--- config.mk ---
export PLATFORM = sky130hd
export DESIGN_NAME = crc8_frame_receiver_unit
export DESIGN_NICKNAME = d
export VERILOG_FILES = /design/src/crc8fr_pkg.sv /design/src/crc8_frame_receiver_unit.sv
export VERILOG_INCLUDE_DIRS = /design/src /design/src/src
export SDC_FILE = /design/constraint.sdc
export NUM_CORES = 1
export LEC_CHECK = 0
export ABC_CLOCK_PERIOD_IN_PS = 4900
export BUFFER_PORTS_ARGS = -buffer_cell sky130_fd_sc_hd__buf_2
export CAP_MARGIN = 20
export CORE_MARGIN = 3
export CORE_UTILIZATION = 50
export DETAILED_ROUTE_END_ITERATION = 12
export GPL_TIMING_DRIVEN = 0
export PLACE_DENSITY = 0.66
export SETUP_SLACK_MARGIN = 0.3
export SLEW_MARGIN = 20
export SYNTH_ARGS = -nofsm -noshare
export SYNTH_HDL_FRONTEND = slang
export SYNTH_SLANG_ARGS = --single-unit
--- constraint.sdc ---
create_clock -name i_clk -period 4.9 [get_ports i_clk]
set_input_delay 0.98 -clock i_clk [delete_from_list [all_inputs] [get_ports i_clk]]
set_output_delay 0.98 -clock i_clk [all_outputs]
set_load 0.01 [all_outputs]
--- src/crc8_frame_receiver_unit_defines.svh ---
// Assertion macros shared by the frame receiver RTL.
`ifndef CRC8_FRAME_RECEIVER_UNIT_DEFINES_SVH
`define CRC8_FRAME_RECEIVER_UNIT_DEFINES_SVH

// Same-cycle implication, checked on every rising clock edge outside reset.
`define CRC8FR_ASSERT_NOW(lbl, ante, cons, msg) \
    lbl: assert property (@(posedge i_clk) disable iff (!i_rst_n) (ante) |-> (cons)) \
        else $error(msg);

// Next-cycle implication, checked on every rising clock edge outside reset.
`define CRC8FR_ASSERT_NEXT(lbl, ante, cons, msg) \
    lbl: assert property (@(posedge i_clk) disable iff (!i_rst_n) (ante) |=> (cons)) \
        else $error(msg);

`endif

--- src/crc8fr_pkg.sv ---
`timescale 1ns / 1ps

package crc8fr_pkg;

    localparam int unsigned MAX_PAYLOAD_DEF = 64;

    localparam logic [7:0] SYNC_BYTE = 8'hAA;
    localparam logic [7:0] CRC_POLY  = 8'h07;
    localparam logic [7:0] CRC_INIT  = 8'h00;

    // CRC-8, MSB first, no reflection and no final XOR, over one byte.
    function automatic logic [7:0] crc8_update(input logic [7:0] crc, input logic [7:0] data);
        logic [7:0] c;
        c = crc ^ data;
        for (int k = 0; k < 8; k++) begin
            if (c[7]) begin
                c = {c[6:0], 1'b0} ^ CRC_POLY;
            end else begin
                c = {c[6:0], 1'b0};
            end
        end
        return c;
    endfunction

endpackage

--- src/crc8_frame_receiver_unit.sv ---
`timescale 1ns / 1ps
`include "crc8_frame_receiver_unit_defines.svh"

// Framed byte receiver: hunts for sync byte 0xAA, then takes a type byte, a
// 16-bit length (low byte first), the payload and a CRC-8 byte (polynomial
// 0x07, initial value 0, over the payload only). Payload bytes are written
// into a synchronous buffer of MAX_PAYLOAD bytes as they arrive,
// so the slave side takes one byte per cycle while a frame is being received.
// When the CRC byte matches, the frame is replayed from the buffer as a run of
// transactions with tlast on the final one; an empty frame gives a single
// transaction with has_payload low. Bad frames and frames longer than the
// buffer are discarded without output. Replaying a frame reads the buffer
// once per cycle while the master side does not stall, and the slave side is
// held off from the CRC byte until the last read byte has moved on to the
// output register; the CRC byte of every frame is taken only once the output
// register is free.
module crc8_frame_receiver_unit #(
    parameter int unsigned MAX_PAYLOAD = crc8fr_pkg::MAX_PAYLOAD_DEF,
    localparam int unsigned LW  = $clog2(MAX_PAYLOAD + 1),
    localparam int unsigned AW  = (MAX_PAYLOAD > 1) ? $clog2(MAX_PAYLOAD) : 1,
    localparam int unsigned TDW = ((16 + LW + 7) / 8) * 8
) (
    input  logic           i_clk,
    input  logic           i_rst_n,
    // Slave side
    input  logic           i_s_axis_tvalid,
    output logic           o_s_axis_tready,
    input  logic [7:0]     i_s_axis_tdata,   // [7:0] rx_byte
    // Master side
    output logic           o_m_axis_tvalid,
    input  logic           i_m_axis_tready,
    output logic [TDW-1:0] o_m_axis_tdata,   // [7:0] frame_type, [15:8] payload_byte,
                                             // [16+LW-1:16] payload_length, rest zero
    output logic           o_m_axis_tuser,   // [0] has_payload
    output logic           o_m_axis_tlast    // last
);

    typedef enum logic [2:0] {
        ST_SYNC,
        ST_TYPE,
        ST_LEN_LO,
        ST_LEN_HI,
        ST_BODY,
        ST_CRC,
        ST_DRAIN
    } t_state;

    t_state       r_state, n_state;
    logic [7:0]   r_kind, n_kind;
    logic [7:0]   r_len_lo, n_len_lo;
    logic [LW-1:0] r_exp_len, n_exp_len;
    logic [LW-1:0] r_cnt, n_cnt;
    logic [7:0]   r_crc, n_crc;
    logic [LW-1:0] r_rd_idx, n_rd_idx;

    // Payload buffer and its registered read port.
    logic [7:0]   r_mem [MAX_PAYLOAD];
    logic [7:0]   r_mem_q;
    logic         r_q_vld, n_q_vld;
    logic         r_q_last, n_q_last;

    // Output register.
    logic         r_out_valid, n_out_valid;
    logic [7:0]   r_out_kind, n_out_kind;
    logic [7:0]   r_out_byte, n_out_byte;
    logic [LW-1:0] r_out_len, n_out_len;
    logic         r_out_has, n_out_has;
    logic         r_out_last, n_out_last;

    logic         in_acc;
    logic         q_move;
    logic         rd_issue;
    logic         mem_we;
    logic [15:0]  full_len;
    logic [LW-1:0] cnt_inc;
    logic [LW-1:0] rd_inc;
    logic [7:0]   rx;

    assign rx = i_s_axis_tdata;

    // The slave side is held while a frame is replayed, and the CRC byte waits
    // for a free output register so that an empty frame always has a slot.
    assign o_s_axis_tready = (r_state != ST_DRAIN) && !r_q_vld
                             && ((r_state != ST_CRC) || !r_out_valid);
    assign in_acc   = i_s_axis_tvalid && o_s_axis_tready;
    assign q_move   = r_q_vld && (!r_out_valid || i_m_axis_tready);
    assign rd_issue = (r_state == ST_DRAIN) && (!r_q_vld || q_move);
    assign mem_we   = in_acc && (r_state == ST_BODY);
    assign full_len = {rx, r_len_lo};
    assign cnt_inc  = r_cnt + LW'(1);
    assign rd_inc   = r_rd_idx + LW'(1);

    always_comb begin
        n_state     = r_state;
        n_kind      = r_kind;
        n_len_lo    = r_len_lo;
        n_exp_len   = r_exp_len;
        n_cnt       = r_cnt;
        n_crc       = r_crc;
        n_rd_idx    = r_rd_idx;
        n_q_vld     = r_q_vld;
        n_q_last    = r_q_last;
        n_out_valid = r_out_valid;
        n_out_kind  = r_out_kind;
        n_out_byte  = r_out_byte;
        n_out_len   = r_out_len;
        n_out_has   = r_out_has;
        n_out_last  = r_out_last;

        if (r_out_valid && i_m_axis_tready) begin
            n_out_valid = 1'b0;
        end

        if (q_move) begin
            n_q_vld     = 1'b0;
            n_out_valid = 1'b1;
            n_out_kind  = r_kind;
            n_out_byte  = r_mem_q;
            n_out_len   = r_exp_len;
            n_out_has   = 1'b1;
            n_out_last  = r_q_last;
        end

        if (rd_issue) begin
            n_q_vld  = 1'b1;
            n_q_last = (rd_inc == r_exp_len);
            n_rd_idx = rd_inc;
            if (rd_inc == r_exp_len) begin
                n_state = ST_SYNC;
            end
        end

        if (in_acc) begin
            unique case (r_state)
                ST_TYPE: begin
                    n_kind  = rx;
                    n_state = ST_LEN_LO;
                end
                ST_LEN_LO: begin
                    n_len_lo = rx;
                    n_state  = ST_LEN_HI;
                end
                ST_LEN_HI: begin
                    n_exp_len = full_len[LW-1:0];
                    n_cnt     = '0;
                    n_crc     = crc8fr_pkg::CRC_INIT;
                    if (full_len > 16'(MAX_PAYLOAD)) begin
                        n_state = ST_SYNC;
                    end else if (full_len == 16'd0) begin
                        n_state = ST_CRC;
                    end else begin
                        n_state = ST_BODY;
                    end
                end
                ST_BODY: begin
                    n_cnt = cnt_inc;
                    n_crc = crc8fr_pkg::crc8_update(r_crc, rx);
                    if (cnt_inc == r_exp_len) begin
                        n_state = ST_CRC;
                    end
                end
                ST_CRC: begin
                    n_state = ST_SYNC;
                    if (rx == r_crc) begin
                        if (r_exp_len == '0) begin
                            n_out_valid = 1'b1;
                            n_out_kind  = r_kind;
                            n_out_byte  = 8'd0;
                            n_out_len   = '0;
                            n_out_has   = 1'b0;
                            n_out_last  = 1'b1;
                        end else begin
                            n_rd_idx = '0;
                            n_state  = ST_DRAIN;
                        end
                    end
                end
                default: begin
                    n_state = (rx == crc8fr_pkg::SYNC_BYTE) ? ST_TYPE : ST_SYNC;
                end
            endcase
        end
    end

    always_ff @(posedge i_clk) begin
        if (!i_rst_n) begin
            r_state     <= ST_SYNC;
            r_kind      <= '0;
            r_len_lo    <= '0;
            r_exp_len   <= '0;
            r_cnt       <= '0;
            r_crc       <= '0;
            r_rd_idx    <= '0;
            r_q_vld     <= 1'b0;
            r_q_last    <= 1'b0;
            r_out_valid <= 1'b0;
        end else begin
            r_state     <= n_state;
            r_kind      <= n_kind;
            r_len_lo    <= n_len_lo;
            r_exp_len   <= n_exp_len;
            r_cnt       <= n_cnt;
            r_crc       <= n_crc;
            r_rd_idx    <= n_rd_idx;
            r_q_vld     <= n_q_vld;
            r_q_last    <= n_q_last;
            r_out_valid <= n_out_valid;
        end
    end

    always_ff @(posedge i_clk) begin
        r_out_kind <= n_out_kind;
        r_out_byte <= n_out_byte;
        r_out_len  <= n_out_len;
        r_out_has  <= n_out_has;
        r_out_last <= n_out_last;
    end

    // Buffer write port.
    always_ff @(posedge i_clk) begin
        if (mem_we) begin
            r_mem[r_cnt[AW-1:0]] <= rx;
        end
    end

    // Buffer read port: the data only moves on a new read, so a stalled
    // entry keeps its byte until the output register takes it.
    always_ff @(posedge i_clk) begin
        if (rd_issue) begin
            r_mem_q <= r_mem[r_rd_idx[AW-1:0]];
        end
    end

    assign o_m_axis_tvalid = r_out_valid;
    assign o_m_axis_tdata  = {(TDW - 16 - LW)'(0), r_out_len, r_out_byte, r_out_kind};
    assign o_m_axis_tuser  = r_out_has;
    assign o_m_axis_tlast  = r_out_last;

    `CRC8FR_ASSERT_NOW(a_no_input_in_drain, in_acc, (r_state != ST_DRAIN) && !r_q_vld, "byte taken during replay")
    `CRC8FR_ASSERT_NOW(a_read_in_range, rd_issue, r_rd_idx < r_exp_len, "buffer read beyond frame length")
    `CRC8FR_ASSERT_NOW(a_crc_needs_slot, in_acc && (r_state == ST_CRC), !r_out_valid, "CRC byte taken with output busy")
    `CRC8FR_ASSERT_NEXT(a_read_data_held, r_q_vld && !q_move, r_q_vld && $stable(r_mem_q), "buffered read data lost")

endmodule

==> results.ini <==
[floorplan]
coreArea_mm2 = 0.04695
initial_core_util = 0.5102
die_x_um = 224.9
row_count = 79
boundaryPins = 40
die-area_mm2 = 0.05057
die_height_um = 224.9

[drt]
avgViaCountPerCell = 6.136
route.detailed.drc = 0
ant_nets = 0
routed_wirelength_um = 57590
vias = 12806
firstDrtPassIters = 5
wl_per_cell_um = 27.60
drt_iter0_markers = 1486

[setup_path]
r2r_slack_ns = 1.25
crit_top_cell = o21ai_0
r2r-end = r_mem_q[0]
critical_path_required_ns = 5.27
r2r_cells = 8
critPathMaxStageDelay_ns = 0.86
path_cells = buf_6, buf_2, buf_1, mux4_2, nor2_1, a2111oi_0, o21ai_0, o21ai_0
worst_path_dominant_cell_family = buffers and inverters
crit_fanout = 10
startpoint = r_rd_idx[1]
rr_startpoint = r_rd_idx[1]
cp-end-kind = flop
cp.depth = 8
critPathSlowestCell = a2111oi_0
crit_type = reg2reg
worst-path-buf-inv = 3
startpoint_type = flop
cp.arrival_ns = 4.02

[min_path]
min_path_cells = 2
min_from = r_out_len[0]
min_to = r_out_len[0]
min_path_type = reg2reg

[logic_synthesis]
synth_edf_count = 520
synth_warnings = 0
syn-num-nets = 1358
syn_inst = 1341
async_flop_share = 0
synth_top_area_frac = 0.6519
synthTopCellsByCount = edfxtp_1 (520), mux4_2 (125), nor2_1 (95), nand2_1 (90), dfxtp_1 (76)
syn_avg_cell_area_um2 = 17.86
synth_cell_type_count = 66
yosysMostFrequentCell = edfxtp_1
ys_seq_area_frac = 0.7154
synth.area.top_cells = edfxtp_1 (65%), mux4_2 (12%), dfxtp_1 (6.4%), mux4_1 (1.9%), nor2_1 (1.5%)
synth_flop_cell = edfxtp_1
synth-seq-cells = 596
syn_area_mm2 = 0.02395
synth_area_leader_cell = edfxtp_1

[flow_run]
cap_violations = 0

[sta]
finalSetupTns_ns = 0
clock_skew_ns = 0.01933
period_minus_slack_ns = 3.648
setup_viol = 0
tightestPinTransition_ns = 1.070
slew_violations = 0
max_clock_freq_ghz = 0.2741
period_share = 0.7444
fin_hold_ws_ns = 0.4529
rsz0062_at_grt = false
slew_headroom = 0.2865
final-hold-violation-count = 0

[finish]
register_area_mm2 = 0.01714
area_delta_synth_final_pct = 11.34
diodes = 0
fillCellCount = 3582
final_nets = 1456
final_cell_area_mm2 = 0.02667
drive_above_1_share = 0.1959
multi_input_area_mm2 = 0.006366
postLayoutCoreUtil = 0.5681

[global_route]
grt_max_degree = 71
antenna_found_initial = 1
grt_pass1_wl_um = 84130
grt_pass1_vias = 12681
grt-ovfl-total = 0
grt.total_usage = 0.2305

[clocking]
h-tree-depth = 2
cts_sinks = 596
root_buffer = clkbuf_16
clk_latency_ns = 0.61
post_cts_resized = 0
post-cts-setup-buffers = 0
hold_buffers = 0
cts_buffer_depth = 3
numCtsBuffers = 59
cts_tree = yes
clkTransAtPathRegs_ns = 0.07

[outcome]
status = completed

[pwr]
power_leakage_uw = 0.008345
ir_drop_mv = 0.2525
powerDensity_mw_per_mm2 = 369.3
fin_total_pwr_uw = 9851

[placed_design]
port_buffers = 37
placed_cell_area_mm2 = 0.02492
hpwl_um = 36630
place_congestion = 0.8427

==> final cells by class <==
| type | count | area share |
|---|---|---|
| tap | 607 | 0.02847 |
| buffer | 77 | 0.01637 |
| clock inverter | 32 | 0.008819 |
| sequential | 596 | 0.6425 |
| inverter | 4 | 0.0005629 |
| timing repair buffer | 37 | 0.007693 |
| clock buffer | 70 | 0.05690 |
| multi-input combinational | 664 | 0.2387 |
==> power by group <==
part | leakage (uW) | internal (uW) | switching [uW] | total, uW
registers | 0.00529 | 5510 | 2.08 | 5520
clock network | 0.000843 | 2340 | 1860 | 4200
logic | 0.00222 | 27.9 | 105 | 133
==> cell families after synthesis <==
family / after synthesis / synth area share
compound gates: 124 / 0.03317
xor+xnor: 41 / 0.01499
fa+ha+maj: 6 / 0.003030
buf+inv: 81 / 0.01886
flops: 596 / 0.7154
mux: 176 / 0.1509
other cells: 1 / 0.0001565
simple gates: 316 / 0.06352
==> tightest hold or removal path: stages, from the launching register on <==
cell,delay (ns)
dfxtp_1,0.30
nand2_1,0.05
a21oi_1,0.05
==> routing by layer <==
layer | global-route usage | wire [um] | vias to the layer above
met5 | 0 | 12 | -
met4 | 0.08960 | 2290 | 2
met3 | 0.05455 | 4900 | 130
met2 | 0.3559 | 26730 | 577
met1 | 0.3231 | 23660 | 6584
li1 | - | - | 5513
==> layout by cell type (no fill, tap or decap), types with 5 or more instances in the layout <==
cell type    n
a211oi_1     7
a21boi_0     7
a21oi_1     26
a31oi_1     11
and2_1      13
buf_1        8
buf_2       44
buf_4       17
buf_6        8
clkbuf_1    44
clkbuf_16   59
clkinv_1    15
clkinv_2     6
dfxtp_1     76
edfxtp_1   520
ha_1         5
mux2_2      10
mux2i_1     24
mux4_1      17
mux4_2     125
nand2_1     90
nand2b_1     5
nand3_1     23
nand3b_1     8
nor2_1      95
nor2b_1     35
nor3_1      11
nor4_1       6
o21ai_0     25
o22ai_1     14
or3_1        5
xnor2_1     31
xor2_1      10
==> state kept, by name, summed over array words and instances, names as in the netlist, 3 cells and up <==
register	flops
r_mem	512
r_crc	8
r_kind	8
r_len_lo	8
r_mem_q	8
r_out_byte	8
r_out_kind	8
r_cnt	7
r_exp_len	7
r_out_len	7
r_rd_idx	7
r_state	3
==> worst max path at each step <==
stage	endpoint	slack, ns
global route	r_out_kind[1]	1.10
CTS	r_mem[6][1]	1.28
detailed placement	r_out_kind[2]	0.73
global placement	r_out_kind[6]	0.36
floorplan	r_out_kind[0]	1.98
finish	r_mem_q[0]	1.25
==> per-stage QoR <==
step	setup WS [ns]	cells
finish	1.252	2087
global route	1.096	2087
CTS	1.280	2087
detailed placement	0.7293	1985
global placement	0.3559	1985
floorplan	1.979	1341
(Power assumes the default switching activity.)
